### src/tssg_pkg.sv
// shared types and codes for the triangle scanline span generator
// no dependencies; used by every module of the block except tssg_div
`default_nettype none

package tssg_pkg;

    localparam int ROW_W = 6;
    localparam int COL_W = 8;

    typedef struct packed {
        logic [COL_W-1:0] x;
        logic [ROW_W-1:0] y;
    } vtx_t;

    typedef enum logic [2:0] {
        ST_IDLE,
        ST_SETUP,
        ST_DIV_GO,
        ST_DIV_WAIT,
        ST_DOWN,
        ST_UP
    } state_t;

    typedef enum logic [2:0] {
        OP_SPLIT,
        OP_SD1,
        OP_SD2,
        OP_SU1,
        OP_SU2
    } div_op_t;

    typedef struct packed {
        logic    load;
        logic    div_start;
        logic    div_capture;
        div_op_t op;
        logic    step_down;
        logic    step_up;
        logic    emit;
        logic    phase_up;
    } cmd_t;

    typedef struct packed {
        logic flat_row;
        logic flat_bottom;
        logic flat_top;
        logic div_done;
        logic down_end;
        logic up_end;
        logic down_ok;
        logic up_ok;
        logic out_free;
    } status_t;

endpackage

`default_nettype wire

### src/tssg_div.sv
// iterative restoring divider, one quotient bit per cycle
// sign and floor correction applied to the final quotient; uses no package
`default_nettype none

module tssg_div #(
    parameter int NW = 24
) (
    input  wire logic                 aclk,
    input  wire logic                 aresetn,
    input  wire logic                 start,
    input  wire logic [NW-1:0]        num,
    input  wire logic [5:0]           den,
    input  wire logic                 neg,
    input  wire logic                 floor_mode,
    output logic                      done,
    output logic signed [NW:0]        quot
);

    localparam int CW = $clog2(NW);

    logic          busy_reg, busy_next;
    logic          done_reg, done_next;
    logic [CW-1:0] cnt_reg, cnt_next;
    logic [NW-1:0] num_reg, num_next;
    logic [NW-1:0] q_reg, q_next;
    logic [5:0]    rem_reg, rem_next;
    logic [5:0]    den_reg, den_next;
    logic          neg_reg, neg_next;
    logic          floor_reg, floor_next;

    logic [6:0]    rem_sh;
    logic          qbit;
    logic [NW:0]   mag;

    always_comb begin
        rem_sh     = {rem_reg, num_reg[NW-1]};
        qbit       = (rem_sh >= {1'b0, den_reg});
        busy_next  = busy_reg;
        done_next  = 1'b0;
        cnt_next   = cnt_reg;
        num_next   = num_reg;
        q_next     = q_reg;
        rem_next   = rem_reg;
        den_next   = den_reg;
        neg_next   = neg_reg;
        floor_next = floor_reg;
        if (start) begin
            busy_next  = 1'b1;
            cnt_next   = CW'(NW - 1);
            num_next   = num;
            q_next     = '0;
            rem_next   = '0;
            den_next   = den;
            neg_next   = neg;
            floor_next = floor_mode;
        end else if (busy_reg) begin
            rem_next = qbit ? 6'(rem_sh - {1'b0, den_reg}) : rem_sh[5:0];
            q_next   = {q_reg[NW-2:0], qbit};
            num_next = {num_reg[NW-2:0], 1'b0};
            cnt_next = cnt_reg - 1'b1;
            if (cnt_reg == '0) begin
                busy_next = 1'b0;
                done_next = 1'b1;
            end
        end
    end

    always_ff @(posedge aclk) begin
        if (!aresetn) begin
            busy_reg <= 1'b0;
            done_reg <= 1'b0;
        end else begin
            busy_reg <= busy_next;
            done_reg <= done_next;
        end
        cnt_reg   <= cnt_next;
        num_reg   <= num_next;
        q_reg     <= q_next;
        rem_reg   <= rem_next;
        den_reg   <= den_next;
        neg_reg   <= neg_next;
        floor_reg <= floor_next;
    end

    // truncating quotient, or floor when asked and the dividend is negative
    always_comb begin
        mag = {1'b0, q_reg};
        if (neg_reg) begin
            quot = $signed(-mag);
            if (floor_reg && (rem_reg != '0)) begin
                quot = $signed(-mag - 1'b1);
            end
        end else begin
            quot = $signed(mag);
        end
    end

    assign done = done_reg;

endmodule

`default_nettype wire

### src/tssg_datapath.sv
// vertex sort, slope setup, edge stepping and output register
// depends on tssg_pkg and tssg_div
`default_nettype none

module tssg_datapath #(
    parameter int FRAME_ROWS = 64,
    parameter int FRAME_COLS = 256,
    parameter int FRAC_BITS  = 16
) (
    input  wire logic                 aclk,
    input  wire logic                 aresetn,
    input  wire tssg_pkg::vtx_t       vin_a,
    input  wire tssg_pkg::vtx_t       vin_b,
    input  wire tssg_pkg::vtx_t       vin_c,
    input  wire tssg_pkg::cmd_t       cmd,
    output tssg_pkg::status_t         status,
    input  wire logic                 m_ready,
    output logic                      m_valid,
    output logic [5:0]                m_row,
    output logic [7:0]                m_left,
    output logic [7:0]                m_right,
    output logic                      m_last
);

    localparam int NW = 8 + FRAC_BITS;
    localparam int PW = NW + 2;
    localparam int COL_MAX = FRAME_COLS - 1;
    localparam logic [6:0] ROWS7 = 7'(FRAME_ROWS);
    localparam logic [6:0] ROWLAST7 = 7'(FRAME_ROWS - 1);

    function automatic logic before_f(tssg_pkg::vtx_t p, tssg_pkg::vtx_t q);
        return (p.y == q.y) ? (p.x < q.x) : (p.y < q.y);
    endfunction

    function automatic logic [7:0] col_of(logic signed [PW-1:0] pos);
        logic [8:0] c;
        c = pos[FRAC_BITS+8:FRAC_BITS];
        if (pos[PW-1]) begin
            return 8'd0;
        end else if (32'(c) > COL_MAX) begin
            return 8'(COL_MAX);
        end
        return c[7:0];
    endfunction

    function automatic logic signed [PW-1:0] pos_of(logic [7:0] x);
        return $signed({2'b00, x, {FRAC_BITS{1'b0}}});
    endfunction

    function automatic logic signed [PW-1:0] sext(logic signed [NW:0] s);
        return $signed({s[NW], s});
    endfunction

    function automatic logic signed [8:0] diff(logic [7:0] p, logic [7:0] q);
        return $signed({1'b0, p}) - $signed({1'b0, q});
    endfunction

    // sorted vertices: top, middle, bottom
    tssg_pkg::vtx_t t_reg, m_reg, b_reg;
    logic [7:0]     sx_reg;
    logic signed [NW:0] sd1_reg, sd2_reg, su1_reg, su2_reg;
    logic signed [PW-1:0] pd1_reg, pd2_reg, pu1_reg, pu2_reg;
    logic [5:0]     dn_row_reg, up_row_reg;

    logic           mv_reg;
    logic [5:0]     mrow_reg;
    logic [7:0]     mleft_reg, mright_reg;
    logic           mlast_reg;

    tssg_pkg::vtx_t s0, s1, s2, tmp;
    logic           flat_row, flat_bottom, flat_top, has_up, up_any;
    logic [5:0]     up_stop;

    logic signed [8:0] dx;
    logic [7:0]     mag8;
    logic [5:0]     dyv;
    logic           split_op;
    logic [13:0]    prod;
    logic [NW-1:0]  div_num;
    logic           div_done;
    logic signed [NW:0] quot;

    logic [7:0]     ca, cb, lo, hi;
    logic [5:0]     cur_row;
    logic           cur_last;

    // three compare-and-swap steps
    always_comb begin
        s0  = vin_a;
        s1  = vin_b;
        s2  = vin_c;
        tmp = vin_a;
        if (before_f(s1, s0)) begin
            tmp = s0; s0 = s1; s1 = tmp;
        end
        if (before_f(s2, s1)) begin
            tmp = s1; s1 = s2; s2 = tmp;
        end
        if (before_f(s1, s0)) begin
            tmp = s0; s0 = s1; s1 = tmp;
        end
    end

    always_comb begin
        flat_row    = (t_reg.y == b_reg.y);
        flat_bottom = !flat_row && (m_reg.y == b_reg.y);
        flat_top    = !flat_row && (t_reg.y == m_reg.y);
        has_up      = !flat_row && !flat_bottom;
        up_stop     = flat_top ? t_reg.y : 6'(m_reg.y + 1'b1);
        up_any      = has_up && ({1'b0, up_stop} < ROWS7);
    end

    // divider operand selection
    always_comb begin
        split_op = 1'b0;
        dx       = '0;
        dyv      = 6'd1;
        unique case (cmd.op)
            tssg_pkg::OP_SPLIT: begin
                split_op = 1'b1;
                dx       = diff(b_reg.x, t_reg.x);
                dyv      = b_reg.y - t_reg.y;
            end
            tssg_pkg::OP_SD1: begin
                dx  = diff(m_reg.x, t_reg.x);
                dyv = m_reg.y - t_reg.y;
            end
            tssg_pkg::OP_SD2: begin
                dx  = diff(sx_reg, t_reg.x);
                dyv = m_reg.y - t_reg.y;
            end
            tssg_pkg::OP_SU1: begin
                dx  = diff(b_reg.x, flat_top ? t_reg.x : m_reg.x);
                dyv = b_reg.y - m_reg.y;
            end
            tssg_pkg::OP_SU2: begin
                dx  = diff(b_reg.x, flat_top ? m_reg.x : sx_reg);
                dyv = b_reg.y - m_reg.y;
            end
            default: begin
                dx  = '0;
                dyv = 6'd1;
            end
        endcase
        mag8    = dx[8] ? 8'(-dx) : dx[7:0];
        prod    = mag8 * (m_reg.y - t_reg.y);
        div_num = split_op ? NW'(prod) : {mag8, {FRAC_BITS{1'b0}}};
    end

    tssg_div #(
        .NW(NW)
    ) u_div (
        .aclk       (aclk),
        .aresetn    (aresetn),
        .start      (cmd.div_start),
        .num        (div_num),
        .den        (dyv),
        .neg        (dx[8]),
        .floor_mode (split_op),
        .done       (div_done),
        .quot       (quot)
    );

    // current span candidate
    always_comb begin
        if (cmd.phase_up) begin
            ca       = col_of(pu1_reg);
            cb       = col_of(pu2_reg);
            cur_row  = up_row_reg;
            cur_last = (up_row_reg == up_stop);
        end else begin
            ca       = col_of(pd1_reg);
            cb       = col_of(pd2_reg);
            cur_row  = dn_row_reg;
            cur_last = status.down_end && !up_any;
        end
        lo = (ca < cb) ? ca : cb;
        hi = (ca < cb) ? cb : ca;
    end

    always_comb begin
        status.flat_row    = flat_row;
        status.flat_bottom = flat_bottom;
        status.flat_top    = flat_top;
        status.div_done    = div_done;
        status.down_ok     = ({1'b0, dn_row_reg} < ROWS7);
        status.down_end    = (dn_row_reg == m_reg.y) || ({1'b0, dn_row_reg} >= ROWLAST7);
        status.up_ok       = ({1'b0, up_row_reg} < ROWS7);
        status.up_end      = (up_row_reg == up_stop);
        status.out_free    = !mv_reg || m_ready;
    end

    always_ff @(posedge aclk) begin
        if (cmd.load) begin
            t_reg      <= s0;
            m_reg      <= s1;
            b_reg      <= s2;
            sx_reg     <= s2.x;
            sd1_reg    <= '0;
            sd2_reg    <= '0;
            su1_reg    <= '0;
            su2_reg    <= '0;
            pd1_reg    <= pos_of(s0.x);
            pd2_reg    <= (s0.y == s2.y) ? pos_of(s2.x) : pos_of(s0.x);
            pu1_reg    <= pos_of(s2.x);
            pu2_reg    <= pos_of(s2.x);
            dn_row_reg <= s0.y;
            up_row_reg <= s2.y;
        end else begin
            if (cmd.div_capture) begin
                case (cmd.op)
                    tssg_pkg::OP_SPLIT: sx_reg  <= t_reg.x + quot[7:0];
                    tssg_pkg::OP_SD1:   sd1_reg <= quot;
                    tssg_pkg::OP_SD2:   sd2_reg <= quot;
                    tssg_pkg::OP_SU1:   su1_reg <= quot;
                    tssg_pkg::OP_SU2:   su2_reg <= quot;
                    default:            sx_reg  <= sx_reg;
                endcase
            end
            if (cmd.step_down) begin
                pd1_reg    <= pd1_reg + sext(sd1_reg);
                pd2_reg    <= pd2_reg + sext(sd2_reg);
                dn_row_reg <= dn_row_reg + 1'b1;
            end
            if (cmd.step_up) begin
                pu1_reg    <= pu1_reg - sext(su1_reg);
                pu2_reg    <= pu2_reg - sext(su2_reg);
                up_row_reg <= up_row_reg - 1'b1;
            end
        end
        if (cmd.emit) begin
            mrow_reg   <= cur_row;
            mleft_reg  <= lo;
            mright_reg <= hi;
            mlast_reg  <= cur_last;
        end
    end

    always_ff @(posedge aclk) begin
        if (!aresetn) begin
            mv_reg <= 1'b0;
        end else if (cmd.emit) begin
            mv_reg <= 1'b1;
        end else if (m_ready) begin
            mv_reg <= 1'b0;
        end
    end

    assign m_valid = mv_reg;
    assign m_row   = mrow_reg;
    assign m_left  = mleft_reg;
    assign m_right = mright_reg;
    assign m_last  = mlast_reg;

    a_no_overwrite: assert property (@(posedge aclk) disable iff (!aresetn)
        cmd.emit |-> (!mv_reg || m_ready))
        else $error("span written over an untaken span");

    a_ordered_ends: assert property (@(posedge aclk) disable iff (!aresetn)
        mv_reg |-> (mleft_reg <= mright_reg))
        else $error("span ends out of order");

    a_row_in_frame: assert property (@(posedge aclk) disable iff (!aresetn)
        mv_reg |-> ({1'b0, mrow_reg} < ROWS7))
        else $error("span row outside the frame");

    a_no_step_in_setup: assert property (@(posedge aclk) disable iff (!aresetn)
        cmd.div_capture |-> !(cmd.step_down || cmd.step_up || cmd.emit))
        else $error("edge stepping during slope setup");

endmodule

`default_nettype wire

### src/tssg_ctrl.sv
// sequencer: accept, slope divisions, then one span per cycle per phase while the output is free
// depends on tssg_pkg
`default_nettype none

module tssg_ctrl (
    input  wire logic               aclk,
    input  wire logic               aresetn,
    input  wire logic               s_valid,
    output logic                    s_ready,
    input  wire tssg_pkg::status_t  status,
    output tssg_pkg::cmd_t          cmd
);

    tssg_pkg::state_t  state_reg, state_next;
    tssg_pkg::div_op_t op_reg, op_next;
    logic              has_up;

    assign has_up = !status.flat_row && !status.flat_bottom;

    always_comb begin
        state_next = state_reg;
        op_next    = op_reg;
        unique case (state_reg)
            tssg_pkg::ST_IDLE: begin
                if (s_valid) begin
                    state_next = tssg_pkg::ST_SETUP;
                end
            end
            tssg_pkg::ST_SETUP: begin
                if (status.flat_row) begin
                    state_next = tssg_pkg::ST_DOWN;
                end else begin
                    state_next = tssg_pkg::ST_DIV_GO;
                    if (status.flat_bottom) begin
                        op_next = tssg_pkg::OP_SD1;
                    end else if (status.flat_top) begin
                        op_next = tssg_pkg::OP_SU1;
                    end else begin
                        op_next = tssg_pkg::OP_SPLIT;
                    end
                end
            end
            tssg_pkg::ST_DIV_GO: begin
                state_next = tssg_pkg::ST_DIV_WAIT;
            end
            tssg_pkg::ST_DIV_WAIT: begin
                if (status.div_done) begin
                    state_next = tssg_pkg::ST_DIV_GO;
                    unique case (op_reg)
                        tssg_pkg::OP_SPLIT: op_next = tssg_pkg::OP_SD1;
                        tssg_pkg::OP_SD1:   op_next = tssg_pkg::OP_SD2;
                        tssg_pkg::OP_SD2: begin
                            if (status.flat_bottom) begin
                                state_next = tssg_pkg::ST_DOWN;
                            end else begin
                                op_next = tssg_pkg::OP_SU1;
                            end
                        end
                        tssg_pkg::OP_SU1:   op_next = tssg_pkg::OP_SU2;
                        tssg_pkg::OP_SU2: begin
                            state_next = status.flat_top ? tssg_pkg::ST_UP
                                                         : tssg_pkg::ST_DOWN;
                        end
                        default: state_next = tssg_pkg::ST_IDLE;
                    endcase
                end
            end
            tssg_pkg::ST_DOWN: begin
                if (status.out_free && status.down_end) begin
                    state_next = has_up ? tssg_pkg::ST_UP : tssg_pkg::ST_IDLE;
                end
            end
            tssg_pkg::ST_UP: begin
                if (status.out_free && status.up_end) begin
                    state_next = tssg_pkg::ST_IDLE;
                end
            end
            default: state_next = tssg_pkg::ST_IDLE;
        endcase
    end

    always_comb begin
        s_ready = 1'b0;
        cmd     = '0;
        cmd.op  = op_reg;
        unique case (state_reg)
            tssg_pkg::ST_IDLE: begin
                s_ready  = 1'b1;
                cmd.load = s_valid;
            end
            tssg_pkg::ST_DIV_GO: begin
                cmd.div_start = 1'b1;
            end
            tssg_pkg::ST_DIV_WAIT: begin
                cmd.div_capture = status.div_done;
            end
            tssg_pkg::ST_DOWN: begin
                cmd.step_down = status.out_free;
                cmd.emit      = status.out_free && status.down_ok;
            end
            tssg_pkg::ST_UP: begin
                cmd.phase_up = 1'b1;
                cmd.step_up  = status.out_free;
                cmd.emit     = status.out_free && status.up_ok;
            end
            default: begin
                s_ready = 1'b0;
            end
        endcase
    end

    always_ff @(posedge aclk) begin
        if (!aresetn) begin
            state_reg <= tssg_pkg::ST_IDLE;
            op_reg    <= tssg_pkg::OP_SPLIT;
        end else begin
            state_reg <= state_next;
            op_reg    <= op_next;
        end
    end

endmodule

`default_nettype wire

### src/triangle_scanline_span_generator.sv
// top level of the triangle scanline span generator
// depends on tssg_pkg, tssg_ctrl, tssg_datapath (and tssg_div below it)
`default_nettype none

// One triangle per input transaction, one span per covered scanline on the
// output. Vertices are sorted top to bottom (ties by column). A flat-bottom
// triangle gives rows top to bottom; a flat-top one gives rows from the
// bottom vertex up to the top row; any other triangle is split at the middle
// row: rows top..middle ascending, then bottom..middle+1 descending. A
// triangle lying in one row gives a single span. Rows at or beyond
// FRAME_ROWS are dropped, columns are clamped to FRAME_COLS-1, and tlast
// marks the final span that is sent. Edge slopes come from one shared
// divider that produces one quotient bit per cycle; a general triangle
// needs five divisions (split column and four slopes), a flat-top or
// flat-bottom one two, a single-row one none. After that setup the edge
// stepper sends one span per cycle while the output is taken. A new
// triangle is accepted as soon as the last span sits in the output
// register.

module triangle_scanline_span_generator #(
    parameter int FRAME_ROWS = 64,
    parameter int FRAME_COLS = 256,
    parameter int FRAC_BITS  = 16
) (
    input  wire logic        aclk,
    input  wire logic        aresetn,
    // input triangle
    input  wire logic        s_tvalid,
    output logic             s_tready,
    // vertex_a_x[7:0] vertex_a_y[13:8] vertex_b_x[21:14] vertex_b_y[27:22]
    // vertex_c_x[35:28] vertex_c_y[41:36], zero pad to 48
    input  wire logic [47:0] s_tdata,
    // output spans
    output logic             m_tvalid,
    input  wire logic        m_tready,
    // span_row[5:0] span_left[13:6] span_right[21:14], zero pad to 24
    output logic [23:0]      m_tdata,
    output logic             m_tlast
);

    tssg_pkg::cmd_t    cmd;
    tssg_pkg::status_t status;
    tssg_pkg::vtx_t    vin_a, vin_b, vin_c;

    logic [5:0] span_row;
    logic [7:0] span_left, span_right;

    // unpack the vertex fields
    assign vin_a = '{x: s_tdata[7:0],   y: s_tdata[13:8]};
    assign vin_b = '{x: s_tdata[21:14], y: s_tdata[27:22]};
    assign vin_c = '{x: s_tdata[35:28], y: s_tdata[41:36]};

    // sequencer: accepts a triangle only when idle
    tssg_ctrl u_ctrl (
        .aclk    (aclk),
        .aresetn (aresetn),
        .s_valid (s_tvalid),
        .s_ready (s_tready),
        .status  (status),
        .cmd     (cmd)
    );

    // sorting, slopes, edge stepping, output register
    tssg_datapath #(
        .FRAME_ROWS (FRAME_ROWS),
        .FRAME_COLS (FRAME_COLS),
        .FRAC_BITS  (FRAC_BITS)
    ) u_datapath (
        .aclk    (aclk),
        .aresetn (aresetn),
        .vin_a   (vin_a),
        .vin_b   (vin_b),
        .vin_c   (vin_c),
        .cmd     (cmd),
        .status  (status),
        .m_ready (m_tready),
        .m_valid (m_tvalid),
        .m_row   (span_row),
        .m_left  (span_left),
        .m_right (span_right),
        .m_last  (m_tlast)
    );

    // pack the span transaction
    assign m_tdata = {2'b00, span_right, span_left, span_row};

endmodule

`default_nettype wire

### config.mk
export PLATFORM = sky130hd
export DESIGN_NAME = triangle_scanline_span_generator
export DESIGN_NICKNAME = d
export VERILOG_FILES = /design/src/tssg_pkg.sv /design/src/tssg_div.sv /design/src/tssg_datapath.sv /design/src/tssg_ctrl.sv /design/src/triangle_scanline_span_generator.sv
export SDC_FILE = /design/constraint.sdc
export NUM_CORES = 1
export LEC_CHECK = 0
export BUFFER_PORTS_ARGS = -buffer_cell sky130_fd_sc_hd__buf_2
export CORE_ASPECT_RATIO = 0.75
export CORE_MARGIN = 1.5
export CORE_UTILIZATION = 45
export CTS_CLUSTER_DIAMETER = 120
export DETAILED_ROUTE_END_ITERATION = 7
export SYNTH_ARGS = -nofsm -noshare
export SYNTH_HDL_FRONTEND = slang
export SYNTH_SLANG_ARGS = --single-unit
### constraint.sdc
create_clock -name aclk -period 11.4 [get_ports aclk]
set_input_delay 0 -clock aclk [delete_from_list [all_inputs] [get_ports aclk]]
set_output_delay 0 -clock aclk [all_outputs]
set_load 0.01 [all_outputs]
# Word level (Yosys, flattened, before mapping)
# Index checks and enable logic that the tools add are counted.
[word_totals]
inputBits = 52
ramBits = 0
ff_bits = 365
n_memories = 0
romBits = 0
latchBits = 0
output_inout_bits = 27
elab_cells = 234
[classes]
n_bitwise = 2
eq_ne = 25
mul = 1
n_div = 0
n_mux = 99
n_reduce_logical = 36
add_sub_neg = 22
order_cmp = 13
shifts = 0
[op_table]
columns = ["operator", "n"]
rows = [
  ["$mux 24", 10],
  ["$mux 8", 22],
  ["$mux 14", 6],
  ["$eq 6x6->1", 9],
  ["$add 26x25->26", 2],
  ["$mux 26", 2],
  ["$sub 26x25->26", 2],
  ["$mux 25", 2],
  ["$pmux 9 s5", 1],
  ["$sub 8x8->9", 5],
  ["$mux 6", 7],
  ["$gt 9x8->1 const B", 4],
  ["$mux 3", 11],
  ["$lt 8x8->1", 4],
  ["$mux 1", 32],
  ["$neg 24->25", 1],
  ["$sub 25x1->25 const B", 1],
  ["$sub 6x6->6", 4],
  ["$lt 6x6->1", 3],
  ["$pmux 3 s6", 1],
  ["$pmux 6 s3", 1],
  ["$mul 8x14->14", 1],
  ["$reduce_bool 2->1", 7],
  ["$add 6x1->6 const B", 2],
  ["other kinds (30)", 58],
]

# Logic depth before layout (Yosys ltp)
# Gate-level depths: netlist of run 1.
[logic_depth]
depth_word = 12
ltp_mapped = 39
mapped_depth_nobuf = 38

# Modules after synthesis
# From an unflattened synthesis of run 1, not the netlist that was laid out.
[hier_totals]
hier_cells = 3077
area_unflattened_um2 = 26638.0
[modules_own_cells]
columns = ["module", "n_inst", "cells_each", "area_per_inst_um2"]
rows = [
  ["tssg_datapath", 1, 2542, 21765.9],
  ["tssg_div", 1, 458, 4260.3],
  ["tssg_ctrl", 1, 74, 593.1],
  ["triangle_scanline_span_generator", 1, 3, 18.8],
]

# Least setup slack after synthesis of run 1
# Ideal clock, no wire load.
[synth_path]
kind = "reg-to-reg"
start = "reg u_datapath.b_reg[1] (netlist bit)"
end = "reg u_datapath.u_div.num_reg[13], data pin"
stages_incl_launch_ff = 38
setup_slack_ns = 2.840
arrival_time_ns = 8.299
n_path_buf = 1
period_less_slack_ns = 8.560
cell_sequence = "edfxtp_1 ha_1 and3_1 nand4_1 nand2_1 clkbuf_1 nand2_1 o21ai_1 a222oi_1 inv_1 ha_1 inv_1 fa_1 a21oi_1 o21bai_1 xor2_1 a21oi_1 nand3_1 [... 2 more ...] or2_2 fa_1 fa_1 inv_1 fa_1 inv_1 fa_1 inv_1 ha_1 inv_1 o21bai_1 a21oi_1 o21bai_1 a21oi_1 o21ai_0 xnor2_1 and4_1 a221o_1"
[synth_via]
elab_chain_cells = 11
elab_cells_between_ends = 13
[synth_lines]
columns = ["item", "line_no", "text"]
rows = [
  ["start: declaration", "tssg_datapath.sv:59", "tssg_pkg::vtx_t t_reg, m_reg, b_reg;"],
  ["start signal: assignment", "tssg_datapath.sv:197", "b_reg <= s2;"],
  ["$eq 6x6->1 (*)", "tssg_datapath.sv:105", "flat_row = (t_reg.y == b_reg.y);"],
  ["$logic_not 1->1 (*)", "tssg_datapath.sv:107", "flat_top = !flat_row && (t_reg.y == m_reg.y);"],
  ["$logic_and 1x1->1 (*)", "tssg_datapath.sv:107", ""],
  ["$mux 8 (on tied branches)", "tssg_datapath.sv:137, tssg_datapath.sv:133", ""],
  ["$sub 8x8->9", "tssg_datapath.sv:55", "return $signed({1'b0, p}) - $signed({1'b0, q});"],
  ["$pmux 9 s5 (*)", "tssg_datapath.sv:118", "unique case (cmd.op)"],
  ["$neg 8->8", "tssg_datapath.sv:145", "mag8 = dx[8] ? 8'(-dx) : dx[7:0];"],
  ["$mux 8 (*)", "tssg_datapath.sv:145", ""],
  ["$mul 8x14->14 (*)", "tssg_datapath.sv:146", "prod = mag8 * (m_reg.y - t_reg.y);"],
  ["$mux 24 (*)", "tssg_datapath.sv:147", "div_num = split_op ? NW'(prod) : {mag8, {FRAC_BITS{1'b0}}};"],
  ["$mux 24 (*)", "tssg_div.sv:47", "if (start) begin"],
  ["via u_datapath.u_div.num_next[13]", "tssg_div.sv:24", "logic [NW-1:0] num_reg, num_next;"],
  ["end signal: assignment", "tssg_div.sv:77", "num_reg <= num_next;"],
  ["end: declaration", "tssg_div.sv:24", ""],
]
# Mark *: on every way through the listed nets, which the timed path passes. The rest lies on a longest branch.
# A chain may end at the register's enable or synchronous reset.

# Final worst setup path of run 1
[layout_path]
start = "reg u_datapath.m_reg[0] (netlist bit)"
end = "reg u_datapath.u_div.num_reg[13], data pin"
[layout_via]
elab_chain_cells = 10
elab_cells_between_ends = 13
[layout_lines]
columns = ["item", "line_no", "text"]
rows = [
  ["start: declaration", "tssg_datapath.sv:59", ""],
  ["start signal: assignment", "tssg_datapath.sv:196", "m_reg <= s1;"],
  ["$eq 6x6->1", "tssg_datapath.sv:107", ""],
  ["$logic_and 1x1->1", "tssg_datapath.sv:107", ""],
  ["$mux 8 (on tied branches)", "tssg_datapath.sv:137, tssg_datapath.sv:133", ""],
  ["$sub 8x8->9", "tssg_datapath.sv:55", ""],
  ["$pmux 9 s5", "tssg_datapath.sv:118", ""],
  ["$neg 8->8", "tssg_datapath.sv:145", ""],
  ["$mux 8", "tssg_datapath.sv:145", ""],
  ["$mul 8x14->14 (*)", "tssg_datapath.sv:146", ""],
  ["$mux 24 (*)", "tssg_datapath.sv:147", ""],
  ["$mux 24 (*)", "tssg_div.sv:47", ""],
  ["via u_datapath.u_div.num_next[13]", "tssg_div.sv:24", ""],
]
# Marks and branches as above.

==> metrics.yaml, run 1 <==
post-route-period-util_pct: 86.1
die-area_mm2: 0.0605
cts.sinks: 365
drive_above_1_share_pct: 7.87
critPathArrivalTime_ns: 10.13
top_layer_used: "met4"
grt_overflow: 0
route.detailed.drc: 0
wl_met2_um: 30300
dp_slack_ns: 1.66
path_max_fanout: 13
async_flop_share_pct: 0
met3WireLength_um: 4950
start_util_pct: 45.9
std_cell_rows: 76
slew-limit-headroom_pct: 19.0
slew_viol_final: 0
n_fill_cell: 5444
fin_setup_tns_ns: 0
wl_um: 73400
seq_area_frac_synth_pct: 33.8
core_mm2: 0.0578
ys_seq_elements: 365
area_delta_synth_final_pct: 11.0
synth_area_mm2: 0.0265
wl_met1_um: 37300
finalCoreUtilization_pct: 51.0
grt_use_total_pct: 23.9
cts_setup_buffers: 0
root_buffer: "clkbuf_16"
required_ns: 11.72
dominantRegCellSynth: "dfxtp_1"
min-delay-path-class: "input pin to flip-flop"
max_freq_ghz: 0.102
grt_max_degree: 116
syn-mean-instance-area_um2: 8.83
finalClockSkew_ns: 0.0267
die_h_um: 213
cts_hold_buf: 37
ant_nets: 0
cts_tree: "built"
layout_commonest_cell: "nor2_1"
outcome: "finished clean"
clkTransAtPathRegs_ns: 0.06
drtIter0Drc: 1946
crit_buf_inv: 8
grt_pass1_wl_um: 114000
io_buffers: 70
htree_levels: 2
maxCapViolCount: 0
dp_hpwl_um: 54100
crit_family: "adder cells"
critPathSlowestCell: "ha_1"
hold-worst-slack_ns: 0.0348
drtPass1Iterations: 5
grt_pass1_vias: 20600
ys_types: 97
start_kind: "flip-flop"
yosys_warnings: 0
clk_latency_ns: 0.59
period_needed_ns: 9.81
timing.final.ws_setup_ns: 1.59
synth_edf_count: 167
wl_per_cell_um: 18.9
crit_top_cell: "inv_1"
rsz0062_at_grt: "no"
crit_path_end_kind: "flip-flop"
ctsResizeCount: 0
finalSetupViolations: 0
vias: 22000
tightest_slew_ns: 1.21
cts_buffers: 42
max_stage_delay_ns: 0.57
routabilityCongestion: 0.899
via_per_inst: 5.66
worstSetupPathType: "flip-flop to flip-flop"
clock_path_buffers: 3
layout.nets: 3392
hold_viol: 0
layout_common_cells: "322 x nor2_1, 264 x inv_1, 234 x nand2_1"
die_w_um: 283
antenna_found_initial: 4
io_pins: 79
synth_cells: 3007
-- synth_stat cells, types with 38 or more instances --
master / number / area share [%]
nand3_1: 49 / 0.92
dfxtp_1: 198 / 15
nand2b_1: 46 / 1.1
a211oi_1: 99 / 2.8
edfxtp_1: 167 / 19
o21a_1: 38 / 1.1
a21o_1: 52 / 1.5
nor3_1: 45 / 0.85
o21ai_0: 194 / 3.7
clkbuf_1: 86 / 1.2
ha_1: 219 / 10
mux2i_1: 96 / 3.6
fa_1: 56 / 4.2
inv_1: 266 / 3.8
nor2_1: 327 / 4.6
nand2_1: 234 / 3.3
xnor2_1: 109 / 3.6
a21oi_1: 189 / 3.6
xor2_1: 94 / 3.1
-- final timing paths --
kind                                       end                   start  slack [ns]  cells after the start
hold reg to reg         u_datapath.pu1_reg[15]  u_datapath.pu1_reg[15]        0.46                      2
setup / recovery  u_datapath.u_div.num_reg[13]     u_datapath.m_reg[0]        1.59                     36
setup reg to reg  u_datapath.u_div.num_reg[13]     u_datapath.m_reg[0]        1.59                     36
hold / removal             u_datapath.t_reg[6]             s_tdata[14]        0.03                      4
-- worst reg2reg max path, delay by kind of cell, from the launching register on --
kind                       cells  cell delay (ns)
and+or+nand+nor                7             1.85
DFF                            1             0.47
buffers and inverters          8             0.62
xor gates and xnor gates       3             0.67
adders and majority gates      8             3.55
AOI/OAI and AO/OA             10             2.37
-- layout make-up --
cell class | instances | area (um^2) | area share, %
flip-flops and latches | 365 | 8980 | 30.5
inverters | 266 | 1000 | 3.41
multi-input cells | 2256 | 16200 | 54.9
diodes | 1 | 2.50 | 0.00849
well taps | 780 | 976 | 3.31
repair buffers | 134 | 923 | 3.13
clock inverters | 22 | 200 | 0.680
clock buffers | 56 | 1190 | 4.03
-- kinds of logic after synthesis --
| family | after synthesis | share of synthesized area [%] |
|---|---|---|
| AO/OA/AOI/OAI | 789 | 19.3 |
| XOR/XNOR | 208 | 7.00 |
| adder cells (fa/ha/maj) | 275 | 14.5 |
| buffers and inverters | 387 | 5.62 |
| flip-flops | 365 | 33.8 |
| multiplexers | 123 | 4.76 |
| other | 1 | 0.0141 |
| AND/OR/NAND/NOR | 859 | 15.0 |
-- per-stage QoR --
stage | instance area (um^2) | std cells
5_1_grt | 29500 | 3879
6_report | 29500 | 3880
2_1_floorplan | 26600 | 3008
3_3_place_gp | 27700 | 3764
4_1_cts | 29500 | 3879
3_5_place_dp | 27700 | 3764
-- routing by layer --
| metal | vias to the layer above | global-route usage, % |
|---|---|---|
| met5 | - | 0 |
| met4 | 0 | 4.52 |
| met3 | 63 | 2.56 |
| met2 | 621 | 35.4 |
| met1 | 10500 | 37.3 |
| li1 | 10800 | - |
Power of run 1 is not shown: default switching activity piles up to over one toggle a cycle in this logic, so the estimate is an artifact.
==> inputs of run 2 (changes only) <==
clock period = 11.8 ns   (was 11.4 ns; I/O delays follow)
==> metrics.yaml, run 2 (synthesized netlist as in run 1, its figures left out) <==
n_fill_cell: 5484
start_util_pct: 45.9
timing.final.ws_setup_ns: 1.48
via_per_inst: 5.65
tightest_slew_ns: 1.26
layout_common_cells: "322 x nor2_1, 264 x inv_1, 234 x nand2_1"
grt_max_degree: 158
max_freq_ghz: 0.0969
io_buffers: 70
dp_hpwl_um: 54200
outcome: "finished clean"
dp_slack_ns: 1.61
drtIter0Drc: 1777
die_h_um: 213
std_cell_rows: 76
crit_top_cell: "inv_1"
worstSetupPathType: "flip-flop to flip-flop"
fin_setup_tns_ns: 0
crit_buf_inv: 7
critPathSlowestCell: "xnor2_1"
ctsResizeCount: 0
crit_path_end_kind: "flip-flop"
grt_pass1_wl_um: 115000
period_needed_ns: 10.32
finalClockSkew_ns: 0.0312
hold_viol: 0
clk_latency_ns: 0.59
grt_use_total_pct: 24.1
layout_commonest_cell: "nor2_1"
htree_levels: 2
clock_path_buffers: 3
layout.nets: 3387
finalNonFillerCells: 3875
dpl.cell_count: 3763
cts.sinks: 365
post-route-period-util_pct: 87.5
die-area_mm2: 0.0605
max_stage_delay_ns: 0.82
required_ns: 12.12
path_max_fanout: 13
area_delta_synth_final_pct: 10.8
worstSetupStartpoint: "u_datapath.m_reg[0]"
antenna_found_initial: 3
min_from: "s_tdata[24]"
route.detailed.drc: 0
r2r_start: "u_datapath.m_reg[0]"
min-delay-path-class: "input pin to flip-flop"
finalSetupViolations: 0
critPathArrivalTime_ns: 10.64
start_kind: "flip-flop"
ant_nets: 0
grt_overflow: 0
io_pins: 79
maxCapViolCount: 0
slew_viol_final: 0
rsz0062_at_grt: "no"
drive_above_1_share_pct: 7.66
cts_tree: "built"
core_mm2: 0.0578
slew-limit-headroom_pct: 15.7
wl_per_cell_um: 19.0
die_w_um: 283
routabilityCongestion: 0.917
wl_um: 73500
drtPass1Iterations: 6
clkTransAtPathRegs_ns: 0.06
cts_buffers: 43
root_buffer: "clkbuf_16"
vias: 21900
finalCoreUtilization_pct: 50.9
grt_pass1_vias: 20500
antenna_cells: 0
crit_family: "adder cells"
run 2: changes by cell type in the layout (fill, tap and decap cells not counted), moves of 2 or more:
cell / change
buf_4: -2
clkbuf_1: +8
clkinv_2: -5
dlygate4sd3_1: -5
run 2: worst reg2reg max path: cells and delay by family (launching register included):
kind	cells	cell delay, ns
buffers and inverters	7	0.47
DFF	1	0.48
xor gates and xnor gates	2	0.98
AOI/OAI and AO/OA	14	3.31
and+or+nand+nor	5	1.37
adders and majority gates	8	3.48
run 2: timing repair:
item | in CTS | in global routing
setup buffers | 0 | 0
endpoints found under the hold margin | 37 | 0
hold buffers | 32 | 0
run 2: worst paths after layout:
path                                   to  slack, ns  cells after the start
max          u_datapath.u_div.num_reg[13]       1.48                     36
min                   u_datapath.m_reg[2]       0.01                      3
max reg2reg  u_datapath.u_div.num_reg[13]       1.48                     36
min reg2reg        u_datapath.pu1_reg[11]       0.46                      2
run 2: metrics by stage:
step	instance area, um^2	hold WS (ns)
floorplan	26600	0.122
global placement	27700	0.371
detailed placement	27700	0.383
CTS	29400	0.00171
global route	29400	0.0396
finish	29400	0.0117
run 2: area by class of cell:
class                   count  area, um^2  share of cell area [%]
clock buffers              64        1220                    4.13
clock inverters            16         176                   0.600
inverters                 266        1000                    3.41
multi-input cells        2256       16200                    55.0
flip-flops and latches    365        8980                    30.5
well taps                 780         976                    3.32
repair buffers            128         878                    2.99
run 2: routing by layer:
metal	GRT usage, %	part of all wire (%)	vias to the layer above
met5	0	0.016	-
met4	4.06	1.2	2
met3	4.03	6.3	70
met2	35.7	41	572
met1	36.8	51	10500
li1	-	-	10800
Power of run 2 is left out for the same reason.
